## src/pqd_pkg.sv

```systemverilog
// Shared types and constants of the product-quantization distance scan.
// Used by every module under src but pqd_ram; no dependencies of its own.
`default_nettype none
package pqd_pkg;

  localparam int unsigned MAX_SUBSPACES = 16;
  localparam int unsigned CODE_W        = 8;
  localparam int unsigned CODES_PER_SUB = 256;
  localparam int unsigned VALUE_W       = 24;
  localparam int unsigned GROUP_SIZE    = 4;
  localparam int unsigned NUM_GROUPS    = MAX_SUBSPACES / GROUP_SIZE;
  localparam int unsigned GROUP_SUM_W   = VALUE_W + 2;
  localparam int unsigned SUM_W         = VALUE_W + 4;
  localparam int unsigned CELL_W        = 16;
  localparam int unsigned OFFSET_W      = 24;
  localparam int unsigned DIST_W        = 32;
  localparam int unsigned IN_TDATA_W    = 208;
  localparam int unsigned OUT_TDATA_W   = 80;
  localparam int unsigned FIFO_DEPTH    = 8;
  localparam int unsigned FIFO_CNT_W    = $clog2(FIFO_DEPTH + 1);
  localparam int unsigned FIFO_PTR_W    = $clog2(FIFO_DEPTH);

  // Item kind carried in tuser
  typedef enum logic {
    CMD_LOAD  = 1'b0,
    CMD_SCORE = 1'b1
  } pqd_cmd_e;

  // Input beat layout, lowest field in the lowest bits
  typedef struct packed {
    logic [2:0]            pad;
    logic [OFFSET_W-1:0]   entry_offset;
    logic [CELL_W-1:0]     cell_id;
    logic                  entry_valid;
    logic [63:0]           codes_high;
    logic [63:0]           codes_low;
    logic [VALUE_W-1:0]    lut_value;
    logic [CODE_W-1:0]     lut_code;
    logic [3:0]            lut_subspace;
  } pqd_in_t;

  // Side information that rides along with the table lookups
  typedef struct packed {
    logic                  entry_valid;
    logic [CELL_W-1:0]     cell_id;
    logic [OFFSET_W-1:0]   offset;
  } pqd_meta_t;

  // One result, cell in the lowest bits
  typedef struct packed {
    logic [DIST_W-1:0]     distance;
    logic [OFFSET_W:0]     result_offset;
    logic [CELL_W:0]       result_cell;
  } pqd_result_t;

  localparam int unsigned RESULT_W = $bits(pqd_result_t);

endpackage
`default_nettype wire

```

## src/pqd_out_fifo.sv

```systemverilog
// Result queue between the scan pipeline and the output stream.
// Depends on pqd_pkg.
`default_nettype none
module pqd_out_fifo (
  input  wire logic                  clk_i,
  input  wire logic                  rst_ni,
  input  wire logic                  push_i,
  input  wire pqd_pkg::pqd_result_t  data_i,
  output logic                       valid_o,
  input  wire logic                  ready_i,
  output pqd_pkg::pqd_result_t       data_o
);
  import pqd_pkg::*;

  pqd_result_t           entry_q [FIFO_DEPTH];
  logic [FIFO_PTR_W-1:0] wr_ptr_q, wr_ptr_d;
  logic [FIFO_PTR_W-1:0] rd_ptr_q, rd_ptr_d;
  logic [FIFO_CNT_W-1:0] count_q, count_d;
  logic                  pop;

  assign valid_o = (count_q != '0);
  assign data_o  = entry_q[rd_ptr_q];
  assign pop     = valid_o && ready_i;

  // pointer and fill bookkeeping
  always_comb begin
    wr_ptr_d = push_i ? wr_ptr_q + FIFO_PTR_W'(1) : wr_ptr_q;
    rd_ptr_d = pop    ? rd_ptr_q + FIFO_PTR_W'(1) : rd_ptr_q;
    count_d  = count_q;
    if (push_i && !pop) begin
      count_d = count_q + FIFO_CNT_W'(1);
    end else if (pop && !push_i) begin
      count_d = count_q - FIFO_CNT_W'(1);
    end
  end

  always_ff @(posedge clk_i or negedge rst_ni) begin
    if (!rst_ni) begin
      wr_ptr_q <= '0;
      rd_ptr_q <= '0;
      count_q  <= '0;
    end else begin
      wr_ptr_q <= wr_ptr_d;
      rd_ptr_q <= rd_ptr_d;
      count_q  <= count_d;
    end
  end

  always_ff @(posedge clk_i) begin
    if (push_i) begin
      entry_q[wr_ptr_q] <= data_i;
    end
  end

  a_count_bound: assert property (@(posedge clk_i) disable iff (!rst_ni)
    count_q <= FIFO_CNT_W'(FIFO_DEPTH))
    else $error("result queue overfilled");

  a_no_push_full: assert property (@(posedge clk_i) disable iff (!rst_ni)
    push_i |-> (count_q != FIFO_CNT_W'(FIFO_DEPTH)) || pop)
    else $error("push into full result queue");

  a_pop_drains: assert property (@(posedge clk_i) disable iff (!rst_ni)
    (pop && !push_i) |=> count_q == $past(count_q) - FIFO_CNT_W'(1))
    else $error("pop did not lower the fill count");

endmodule
`default_nettype wire

```

## config.mk

```make
export PLATFORM = sky130hd
export DESIGN_NAME = pqd_out_fifo
export DESIGN_NICKNAME = d
export VERILOG_FILES = /design/src/pqd_pkg.sv /design/src/pqd_out_fifo.sv
export SDC_FILE = /design/constraint.sdc
export NUM_CORES = 1
export LEC_CHECK = 0
export ABC_AREA = 1
export BUFFER_PORTS_ARGS = -buffer_cell sky130_fd_sc_hd__buf_4
export CAP_MARGIN = 5
export CORE_ASPECT_RATIO = 0.9
export CORE_UTILIZATION = 45
export CTS_BUF_LIST = sky130_fd_sc_hd__clkbuf_16
export DETAILED_ROUTE_END_ITERATION = 8
export SKIP_CTS_REPAIR_TIMING = 1
export SLEW_MARGIN = 5
export SYNTH_ARGS = -nofsm -noshare
export SYNTH_HDL_FRONTEND = slang
export SYNTH_SLANG_ARGS = --single-unit
```

## constraint.sdc

```tcl
create_clock -name clk_i -period 8.3 [get_ports clk_i]
set_input_delay 0 -clock clk_i [delete_from_list [all_inputs] [get_ports clk_i]]
set_output_delay 0 -clock clk_i [all_outputs]
set_load 0.01 [all_outputs]
```

==> results.ini <==
[clocking]
cts_tree=done
clkTransAtPathRegs_ns=0.06
insertion_delay_ns=0.58
cts_buffer_depth=3
cts-buffers-inserted=67
cts_sinks=602
root_buffer=clkbuf_16
htree_levels=3

[placement]
io_buffers=152
dpl.hpwl_mm=28.43
place_inst=3455
place_congestion=0.7430

[floorplanning]
die_w_um=255.5
row_count=83
core_um2=57120
start_util_pct=45.55
die_area_um2=58780
num_io_pins=153
die_y_um=230.1

[min_path]
hp-start=data_i[22]
hold-path-cell-count=2
worstHoldEndpoint=entry_q[4][22]
hp-class=in -> reg

[finish]
layout.cells.non_filler=3650
nets=2921
area_growth_pct=17.23
nFillCells=4973
drive_gt1_share_pct=9.397

[power_and_ir_drop]
power_density_nw_per_um2=338.1
p_leak_nw=13.23
p_total_mw=10.31
ir_drop_mv=0.2968

[setup_path]
crit-reg2reg-capture=entry_q[4][44]
r2r_start=wr_ptr_q[0]
path_cells=inv_4 > buf_4 > nor2_1 > nand2_1 > nand2_1 > nand2_1 > nand2_1 > buf_4
critPathKind=reg -> out
crit_path_top_delay_cell=buf_4
cp_common_cell=nand2_1
cp.required_ns=8.30
cp-start-kind=flip-flop
endpoint_kind=output pin
path_max_fanout=77
cpPeakStageDelay_ns=0.89
crit_arrival_ns=3.61
ff2ff_path_depth=3
r2r_slack_ns=5.45

[grt]
top_usage_layer=met2
track_usage_pct=19.18
antenna_found_initial=1
grt_pass1_wl_mm=86.98
grt_max_degree=266
grt.met2_usage_pct=31.37
use_met3_pct=3.704
grt.met1_usage_pct=26.20
overflow=0
grt_pass1_vias=15620

[run_status]
status=completed

[sta]
fin_crit_ns=3.610
hold_viol_final=0
slew_violations=0
worst_slew_margin_rel_pct=12.50
finalSetupViolations=0
min_period_over_period_pct=43.49
setup_tns_ns=0
rsz0062_at_grt=false
fin_worst_skew_ns=0.01352
worst_slew_pin_slew_ns=1.313
max_freq_ghz=0.2770
holdWs_ns=0.1876

[synth]
synth_nets=2716
synth_top_area_share_pct=68.33
synth_area_leader_cell=edfxtp_1
synth.distinct_cells=19
ys_seq_elements=602
ys_warn_count=0
synthesis.area_um2=26020
syn_area_per_cell_um2=9.885
seq_area_frac_synth_pct=69.29
syn_inst=2632
synthTopCellsByArea=edfxtp_1 68%, nand2_1 14%, nor2_1 8.7%

[job]
cap_viol_max_count=0

[detailed_routing]
routedWlPerCell_um=15.43
vias=16750
routed_wl_mm=56.33
viasPerCell=4.588
drc_errors=0
drtAntennaViolNets=0
initialDrtViolationCount=1012
drt_pass1_iterations=5

[worst max path at each step]
stage	startpoint	slack (ns)	end
after global placement	rd_ptr_q[1]	5.23	data_o[67]
after CTS	rd_ptr_q[1]	4.59	data_o[72]
after detailed placement	rd_ptr_q[1]	5.25	data_o[67]
after floorplan	wr_ptr_q[0]	3.97	entry_q[0][0]
after global routing	rd_ptr_q[1]	4.43	data_o[67]
final	rd_ptr_q[1]	4.69	data_o[72]
[cell type report]
type	count	area (um2)	share of cell area (%)
Sequential cell	602	18040	59.15
Multi-Input combinational cell	1609	6197	20.32
Timing Repair Buffer	251	2105	6.901
Clock buffer	71	1777	5.826
Inverter	306	1152	3.778
Tap cell	765	957.2	3.138
Clock inverter	45	269.0	0.8821
Antenna cell	1	2.502	0.008205
[stage by stage]
step                setup WS (ns)  area, um2  util (%)
finish                      4.690      30500     53.40
global route                4.433      30500     53.40
CTS                         4.585      29710     52.02
detailed placement          5.250      27670     48.44
global placement            5.226      27670     48.44
floorplan                   3.970      26020         -
[worst max-delay path: cells and delay by family (launching register included)]
kind / cells / cell delay, ns
buf+inv: 3 / 1.81
flops: 1 / 0.65
simple gates: 5 / 0.48
[cells by family after synthesis]
family          Yosys count  synth area share [%]
xor+xnor                  5                0.1684
buf+inv                 421                 7.118
fa+ha+maj                 6                0.3174
simple gates           1595                 23.05
flops                   602                 69.29
compound gates            3               0.05769
[power breakdown]
part	leakage, nW	total (mW)	internal [mW]	switching [mW]
Combinational	6.68	3.69	1.29	2.40
Clock	1.05	2.76	1.63	1.13
Sequential	5.50	3.86	3.69	0.171
[Yosys cell counts (all sizes together)]
master,n
nand3,3
or2,2
a21oi,1
fa,1
xnor2,3
xor2,2
inv,306
nor2,604
ha,5
edfxtp,592
buf,104
clkbuf,11
o21ai,2
nand2,986
dfrtp,10
[sequential cells by signal, indices dropped and copies added (netlist names)]
signal and flops:
count_q 4, rd_ptr_q 3, entry_q 592, wr_ptr_q 3
[placed cells by master (no fill, tap or decap)]
master / n
buf_12: 2
xor2_1: 2
edfxtp_1: 592
clkinv_1: 19
bufinv_16: 3
buf_4: 171
fa_1: 1
nand3_1: 3
inv_1: 318
clkinv_2: 7
clkbuf_16: 71
dfrtp_4: 3
xnor2_1: 3
inv_4: 1
nand2_1: 986
a21oi_1: 1
diode_2: 1
or2_2: 2
o21ai_0: 2
nor2_1: 596
nor2_4: 8
dfrtp_1: 7
clkinv_4: 1
inv_6: 1
clkinvlp_4: 1
dlygate4sd3_1: 78
ha_1: 5
[metal layers]
layer / wire (um) / part of all wire [%] / vias to the layer above
li1: - / - / 8583
met1: 26460 / 47 / 7770
met2: 26370 / 47 / 307
met3: 2390 / 4.2 / 87
met4: 1105 / 2.0 / 0
met5: 0 / 0 / -
(Power assumes the default switching activity.)
