**src/pqd_pkg.sv**
```systemverilog
// Shared types and constants of the product-quantization distance scan.
// Used by every module under src but pqd_ram; no dependencies of its own.
`default_nettype none
package pqd_pkg;

  localparam int unsigned MAX_SUBSPACES = 16;
  localparam int unsigned CODE_W        = 8;
  localparam int unsigned CODES_PER_SUB = 256;
  localparam int unsigned VALUE_W       = 24;
  localparam int unsigned GROUP_SIZE    = 4;
  localparam int unsigned NUM_GROUPS    = MAX_SUBSPACES / GROUP_SIZE;
  localparam int unsigned GROUP_SUM_W   = VALUE_W + 2;
  localparam int unsigned SUM_W         = VALUE_W + 4;
  localparam int unsigned CELL_W        = 16;
  localparam int unsigned OFFSET_W      = 24;
  localparam int unsigned DIST_W        = 32;
  localparam int unsigned IN_TDATA_W    = 208;
  localparam int unsigned OUT_TDATA_W   = 80;
  localparam int unsigned FIFO_DEPTH    = 8;
  localparam int unsigned FIFO_CNT_W    = $clog2(FIFO_DEPTH + 1);
  localparam int unsigned FIFO_PTR_W    = $clog2(FIFO_DEPTH);

  // Item kind carried in tuser
  typedef enum logic {
    CMD_LOAD  = 1'b0,
    CMD_SCORE = 1'b1
  } pqd_cmd_e;

  // Input beat layout, lowest field in the lowest bits
  typedef struct packed {
    logic [2:0]            pad;
    logic [OFFSET_W-1:0]   entry_offset;
    logic [CELL_W-1:0]     cell_id;
    logic                  entry_valid;
    logic [63:0]           codes_high;
    logic [63:0]           codes_low;
    logic [VALUE_W-1:0]    lut_value;
    logic [CODE_W-1:0]     lut_code;
    logic [3:0]            lut_subspace;
  } pqd_in_t;

  // Side information that rides along with the table lookups
  typedef struct packed {
    logic                  entry_valid;
    logic [CELL_W-1:0]     cell_id;
    logic [OFFSET_W-1:0]   offset;
  } pqd_meta_t;

  // One result, cell in the lowest bits
  typedef struct packed {
    logic [DIST_W-1:0]     distance;
    logic [OFFSET_W:0]     result_offset;
    logic [CELL_W:0]       result_cell;
  } pqd_result_t;

  localparam int unsigned RESULT_W = $bits(pqd_result_t);

endpackage
`default_nettype wire

```
**src/pqd_sum_tree.sv**
```systemverilog
// Two-stage registered adder tree over the per-subspace table entries.
// Depends on pqd_pkg.
`default_nettype none
module pqd_sum_tree #(
  parameter int unsigned SUBSPACES = 16
) (
  input  wire logic                              clk_i,
  input  wire logic                              rst_ni,
  input  wire logic                              valid_i,
  input  wire pqd_pkg::pqd_meta_t                meta_i,
  input  wire logic [pqd_pkg::VALUE_W-1:0]       lanes_i [SUBSPACES],
  output logic                                   valid_o,
  output pqd_pkg::pqd_meta_t                     meta_o,
  output logic      [pqd_pkg::SUM_W-1:0]         sum_o
);
  import pqd_pkg::*;

  logic [VALUE_W-1:0]     lane_pad [MAX_SUBSPACES];
  logic [GROUP_SUM_W-1:0] group_d  [NUM_GROUPS];
  logic [GROUP_SUM_W-1:0] group_q  [NUM_GROUPS];
  logic                   valid_a_q;
  pqd_meta_t              meta_a_q;
  logic [SUM_W-1:0]       sum_d;

  // unused subspaces add nothing
  for (genvar i = 0; i < MAX_SUBSPACES; i++) begin : g_pad
    if (i < SUBSPACES) begin : g_used
      assign lane_pad[i] = lanes_i[i];
    end else begin : g_zero
      assign lane_pad[i] = '0;
    end
  end

  // first level: groups of four lanes
  always_comb begin
    for (int g = 0; g < NUM_GROUPS; g++) begin
      group_d[g] = GROUP_SUM_W'(lane_pad[g*GROUP_SIZE])
                 + GROUP_SUM_W'(lane_pad[g*GROUP_SIZE+1])
                 + GROUP_SUM_W'(lane_pad[g*GROUP_SIZE+2])
                 + GROUP_SUM_W'(lane_pad[g*GROUP_SIZE+3]);
    end
  end

  // second level: sum of the group sums
  always_comb begin
    sum_d = '0;
    for (int g = 0; g < NUM_GROUPS; g++) begin
      sum_d = sum_d + SUM_W'(group_q[g]);
    end
  end

  always_ff @(posedge clk_i or negedge rst_ni) begin
    if (!rst_ni) begin
      valid_a_q <= 1'b0;
      valid_o   <= 1'b0;
    end else begin
      valid_a_q <= valid_i;
      valid_o   <= valid_a_q;
    end
  end

  always_ff @(posedge clk_i) begin
    group_q  <= group_d;
    meta_a_q <= meta_i;
    meta_o   <= meta_a_q;
    sum_o    <= sum_d;
  end

endmodule
`default_nettype wire

```
**config.mk**
```make
export PLATFORM = sky130hd
export DESIGN_NAME = pqd_sum_tree
export DESIGN_NICKNAME = d
export VERILOG_FILES = /design/src/pqd_pkg.sv /design/src/pqd_sum_tree.sv
export SDC_FILE = /design/constraint.sdc
export NUM_CORES = 1
export LEC_CHECK = 0
export ABC_AREA = 1
export CORE_MARGIN = 2
export CORE_UTILIZATION = 50
export CTS_BUF_LIST = sky130_fd_sc_hd__clkbuf_16
export CTS_CLUSTER_SIZE = 8
export DETAILED_ROUTE_END_ITERATION = 6
export DONT_BUFFER_PORTS = 1
export PLACE_DENSITY = 0.73
export SYNTH_ARGS = -nofsm -noshare
export SYNTH_HDL_FRONTEND = slang
export SYNTH_SLANG_ARGS = --single-unit
```
**constraint.sdc**
```tcl
create_clock -name clk_i -period 3.5 [get_ports clk_i]
set_input_delay 0.7 -clock clk_i [delete_from_list [all_inputs] [get_ports clk_i]]
set_output_delay 0.7 -clock clk_i [all_outputs]
set_load 0.03 [all_outputs]
```
==> flow_summary.json, run 1 <==
{
  "fp.dieArea_sq_mm": 0.0411,
  "placement_rows": 72,
  "die_height_um": 203,
  "cts.sink_count": 216,
  "first_global_vias": 15868,
  "drive_gt1_frac": 0.0254,
  "cts_tree": "done",
  "grt_setup_unrepaired": "false",
  "worst_ep_required_time_ps": 3900,
  "timing.critical_path.fanout_max": 5,
  "nets": 3544,
  "finalWorstPathRequiredPeriod_ps": 3150,
  "via_count": 15589,
  "grt_start_max_net_pins": 15,
  "status": "finished, final reports clean",
  "clkLatencyLatePin_ps": 530,
  "crit_path_end_kind": "register",
  "cts_resized": 0,
  "antenna_found_initial": 0,
  "detail_route.drc_violations": 0,
  "synth_area_leaders": "fa_1, dfxtp_1, inv_1",
  "hold_class": "in -> reg",
  "fmaxAchievable_mhz": 317,
  "port_buffers": 0,
  "slew-limit-headroom": 0.696,
  "number_of_buffers_created_by_cts": 31,
  "category_of_the_worst_setup_path_launch_point": "register",
  "avgViaCountPerCell": 4.77,
  "floorplan.die.width_um": 203,
  "yosys_register_bits": 216,
  "post_synthesis_net_count": 3509,
  "post_synth_inst_count": 2710,
  "max_cap_violations": 0,
  "grt_pass1_wl_um": 81300,
  "io_pins": 498,
  "fin_worst_skew_ps": 12.5,
  "gpl.final_weighted_congestion": 0.918,
  "grt_overflow": 0,
  "setup-violations-final": 0,
  "area_growth_syn_to_layout_pct": 7.45,
  "arrival_ps": 3550,
  "buffers_inserted_during_post_cts_setup_optimization": 0,
  "max_slew.worst_pin.slew_ps": 452,
  "synth_area_sq_mm": 0.0198,
  "clock-root-buffer": "clkbuf_16",
  "ys.warnings.count": 0,
  "starting_utilization_of_the_core_area": 0.509,
  "synthDominantCellAreaShare": 0.247,
  "clk_pin_slew_worst_paths_ps": 50,
  "setup.worst_path.class": "reg -> reg",
  "postCtsHoldBufs": 1,
  "yosysTopAreaCell": "fa_1",
  "min_period_over_period": 0.900,
  "yosysUniqueCellTypes": 33,
  "detail_route.wl_per_cell_um": 15.7,
  "total_wirelength_um": 51200,
  "antenna-diode-count": 0,
  "drv_slew": 0,
  "ys_seq_area_frac": 0.219,
  "detail-route-antenna-nets": 0,
  "dr_pass1_iterations": 5,
  "totalNegativeSetupSlack_ps": 0,
  "timing.final.hold_violations": 0,
  "cts_htree_levels": 1,
  "grt_usage": 0.249,
  "detail_route.iter0.violations": 719,
  "placeableCoreArea_sq_mm": 0.0388,
  "avgSynthCellArea_sq_um": 7.29,
  "detailed_place_hpwl_um": 45900,
  "cts.path.max_buffers": 3
}
synthesized netlist by cell type (all sizes together):
cell type and count:
a21oi 103, o21ai 30, nand4 30, a21o 4, nand2 644, xnor2 19, nor3b 1, and3 1
dfxtp 214, o31ai 2, nand3b 7, and2 7, dfrtp 2, or2 6, inv 933, a211oi 2
fa 244, nand3 90, nor3 23, xor2 45, nor2 160, ha 127, o21bai 10, nor4 6
final timing paths:
kind,from,endpoint,slack [ps],depth (start not counted)
setup / recovery,group_q[27],sum_o[25],350,15
hold / removal,meta_i[24],meta_a_q[24],190,0
setup reg to reg,group_q[27],sum_o[25],350,15
hold reg to reg,meta_a_q[5],meta_o[5],320,0
max in group asynchronous,rst_ni,valid_a_q,2930,1
min in group asynchronous,rst_ni,valid_o,420,1
logic make-up (layout without fill, tap and decap cells):
kind of cell,count (synthesis),count (layout),synth area share
DFF,216,216,0.219
xor gates and xnor gates,64,64,0.0284
buffers and inverters,933,974,0.177
AOI/OAI and AO/OA,151,151,0.0411
and+or+nand+nor,975,975,0.206
adders and majority gates,371,371,0.328
placed cells by master, fill, tap and decap left out, types with 2 or more instances in the layout:
cell,synthesis,routed
and2_1,7,7
a211oi_1,2,2
nor3_1,16,16
nor2_2,11,11
o21ai_0,30,30
nand3_2,2,2
o21bai_1,8,8
nand3b_1,7,7
nor4_1,6,6
a21oi_1,102,102
clkinv_1,0,2
o21bai_2,2,2
clkbuf_16,0,31
a21o_1,4,4
nor3_2,6,6
or2_1,6,6
inv_2,2,2
nor2_1,148,148
nand3_1,88,88
ha_1,127,127
nand2_1,633,633
fa_1,244,244
xnor2_1,19,19
dfxtp_1,214,214
inv_1,931,937
nand4_1,30,30
xor2_1,45,45
o31ai_1,2,2
dfrtp_1,2,2
nand2_2,11,11
registers in the layout, indices dropped and copies added (netlist names):
signal and flops:
group_q 104, meta_a_q 41, meta_o 41, sum_o 28, valid_a_q 1, valid_o 1
layer usage:
metal,vias to the layer above,GRT usage,share of wire
li1,7814,-,-
met4,0,0.0360,0.011
met1,7279,0.326,0.44
met3,47,0.0279,0.051
met2,449,0.452,0.50
met5,-,0,0
stage by stage:
step	hold slack, ps	utilization	area (sq um)	setup WS (ps)	cells
5_1_grt	176	0.547	21200	152	3269
2_1_floorplan	310	-	19800	458	2710
3_3_place_gp	312	0.526	20400	172	3229
4_1_cts	174	0.547	21200	352	3269
3_5_place_dp	312	0.526	20400	172	3229
6_report	193	0.547	21200	349	3269
critical path: stages (launching register included):
cell	delay [ps]
dfxtp_1	310
inv_1	90
fa_1	510
inv_1	50
fa_1	480
ha_1	210
inv_1	80
fa_1	480
inv_1	100
nand3_1	80
nand3_2	130
nand2_1	90
nand2_1	120
nand2_1	100
nand4_1	100
nand2_1	100
area by class of cell:
type / count / area [sq um]
clock inverters: 8 / 30.0
inverters: 933 / 3500
repair buffers: 2 / 17.5
fillers: 3753 / 17600
flip-flops and latches: 216 / 4330
well taps: 518 / 648
clock buffers: 31 / 776
multi-input cells: 1561 / 11900
Power of run 1 is not shown: default switching activity piles up to over one toggle a cycle in this logic, so the estimate is an artifact.
==> inputs of run 2 (changes only) <==
CTS_BUF_LIST = sky130_fd_sc_hd__clkbuf_4   (was sky130_fd_sc_hd__clkbuf_16)
==> run 2 against run 1 <==
Against the previous run:
- non-clock buffer count did not move
- clock skew up 24 ps
- cell area decreased by 0.71%
- first-iteration DRC count down 5.0%
- critical path type unchanged
- largest cell class unchanged
==> flow_summary.json, run 2 (synthesized netlist as in run 1, its figures left out) <==
{
  "nFillCells": 3774,
  "floorplan.die.width_um": 203,
  "grt_usage": 0.248,
  "io_pins": 498,
  "most-common-layout-cells": "inv_1, nand2_1, fa_1",
  "fin_worst_skew_ps": 36.2,
  "path_cells": "inv_1 -> fa_1 -> inv_1 -> fa_1 -> ha_1 -> inv_1 -> fa_1 -> inv_1 -> nand3_1 -> nand3_2 -> nand2_1 -> nand2_1 -> nand2_1 -> nand4_1 -> nand2_1",
  "starting_utilization_of_the_core_area": 0.509,
  "setup-violations-final": 0,
  "timing.critical_path.fanout_max": 5,
  "crit_path_end_kind": "register",
  "worst-path-buf-inv": 4,
  "timing.final.hold_violations": 0,
  "grt_setup_unrepaired": "false",
  "arrival_ps": 3660,
  "slew-limit-headroom": 0.696,
  "flip_flop_count_of_the_largest_register_all_copies_and_words_added": 104,
  "postCtsHoldBufs": 1,
  "detail_route.iter0.violations": 683,
  "category_of_the_worst_setup_path_launch_point": "register",
  "totalNegativeSetupSlack_ps": 0,
  "port_buffers": 0,
  "via_count": 15648,
  "fp.dieArea_sq_mm": 0.0411,
  "area_growth_syn_to_layout_pct": 6.69,
  "detailed_place_hpwl_um": 45900,
  "buffers_inserted_during_post_cts_setup_optimization": 0,
  "drive_gt1_frac": 0.0421,
  "die_height_um": 203,
  "gpl.final_weighted_congestion": 0.918,
  "clkLatencyLatePin_ps": 660,
  "cts.path.max_buffers": 3,
  "antenna_found_initial": 2,
  "cts_tree": "done",
  "grt_overflow": 0,
  "clock-root-buffer": "clkbuf_4",
  "min_period_over_period": 0.894,
  "status": "finished, final reports clean",
  "max_slew.worst_pin.slew_ps": 452,
  "cts_htree_levels": 2,
  "detail_route.wl_per_cell_um": 15.2,
  "clk_pin_slew_worst_paths_ps": 70,
  "layout.cells.most_common": "inv_1",
  "setup.worst_path.class": "reg -> reg",
  "first_global_vias": 16002,
  "critical_path.slowest_cell": "fa_1",
  "detail-route-antenna-nets": 0,
  "hold_class": "in -> reg",
  "avgViaCountPerCell": 4.71,
  "grt_start_max_net_pins": 15,
  "cts_resized": 0,
  "max_cap_violations": 0,
  "placeableCoreArea_sq_mm": 0.0388,
  "dr_pass1_iterations": 5,
  "nets": 3567,
  "worst_path_largest_cell_delay_ps": 530,
  "regMostFlops": "group_q",
  "finalWorstPathRequiredPeriod_ps": 3130,
  "worst_ep_required_time_ps": 4040,
  "grt_pass1_wl_um": 80800,
  "drv_slew": 0,
  "reg.largest.list": "group_q: 104 flops, meta_a_q: 41 flops, meta_o: 41 flops",
  "total_wirelength_um": 50600,
  "placement_rows": 72,
  "number_of_buffers_created_by_cts": 54,
  "detail_route.drc_violations": 0,
  "cts.sink_count": 216,
  "fmaxAchievable_mhz": 320,
  "crit_family": "adder cells"
}
-- run 2: cell types whose count changed in the layout (fill, tap and decap cells not counted) --
| cell | previous run | this run |
|---|---|---|
| clkbuf_4 | 0 | 70 |
| clkbuf_16 | 31 | 0 |
| clkinv_1 | 2 | 15 |
| clkinv_2 | 0 | 6 |
| inv_1 | 937 | 931 |
| bufinv_16 | 0 | 1 |
| clkinvlp_4 | 0 | 1 |
| diode_2 | 0 | 1 |
| inv_2 | 2 | 3 |
-- run 2: metal layers --
layer | share of wire | vias up | track usage
met5 | 0 | - | 0
met4 | 0.012 | 0 | 0.0435
met3 | 0.049 | 45 | 0.0364
met2 | 0.50 | 427 | 0.448
met1 | 0.44 | 7275 | 0.319
li1 | - | 7901 | -
-- run 2: layout make-up --
class / instances / area [sq um] / area share
Antenna cell: 1 / 2.50 / 0.000119
Clock buffer: 70 / 526 / 0.0249
Clock inverter: 24 / 128 / 0.00605
Inverter: 933 / 3500 / 0.166
Multi-Input combinational cell: 1561 / 11900 / 0.566
Sequential cell: 216 / 4330 / 0.206
Tap cell: 518 / 648 / 0.0307
Timing Repair Buffer: 2 / 17.5 / 0.000831
-- run 2: metrics by stage --
stage               hold slack (ps)  std cells   util  instance area (sq um)  worst slack (ps)
CTS                            10.6       3324  0.543                  21100               321
detailed placement              312       3229  0.526                  20400               172
floorplan                       310       2710      -                  19800               458
finish                         61.9       3325  0.543                  21100               373
global route                   9.45       3325  0.543                  21100               128
global placement                312       3229  0.526                  20400               172
-- run 2: worst paths after layout --
kind | startpoint | end | slack, ps | cells past startpoint
worst max register to register | group_q[1] | sum_o[25] | 370 | 15
min in group asynchronous | rst_ni | valid_a_q | 270 | 1
worst min-delay path | valid_i | valid_a_q | 60 | 0
worst max-delay path | group_q[1] | sum_o[25] | 370 | 15
worst min register to register | meta_a_q[19] | meta_o[19] | 320 | 0
max in group asynchronous | rst_ni | valid_o | 3100 | 1
Power of run 2 is left out for the same reason.
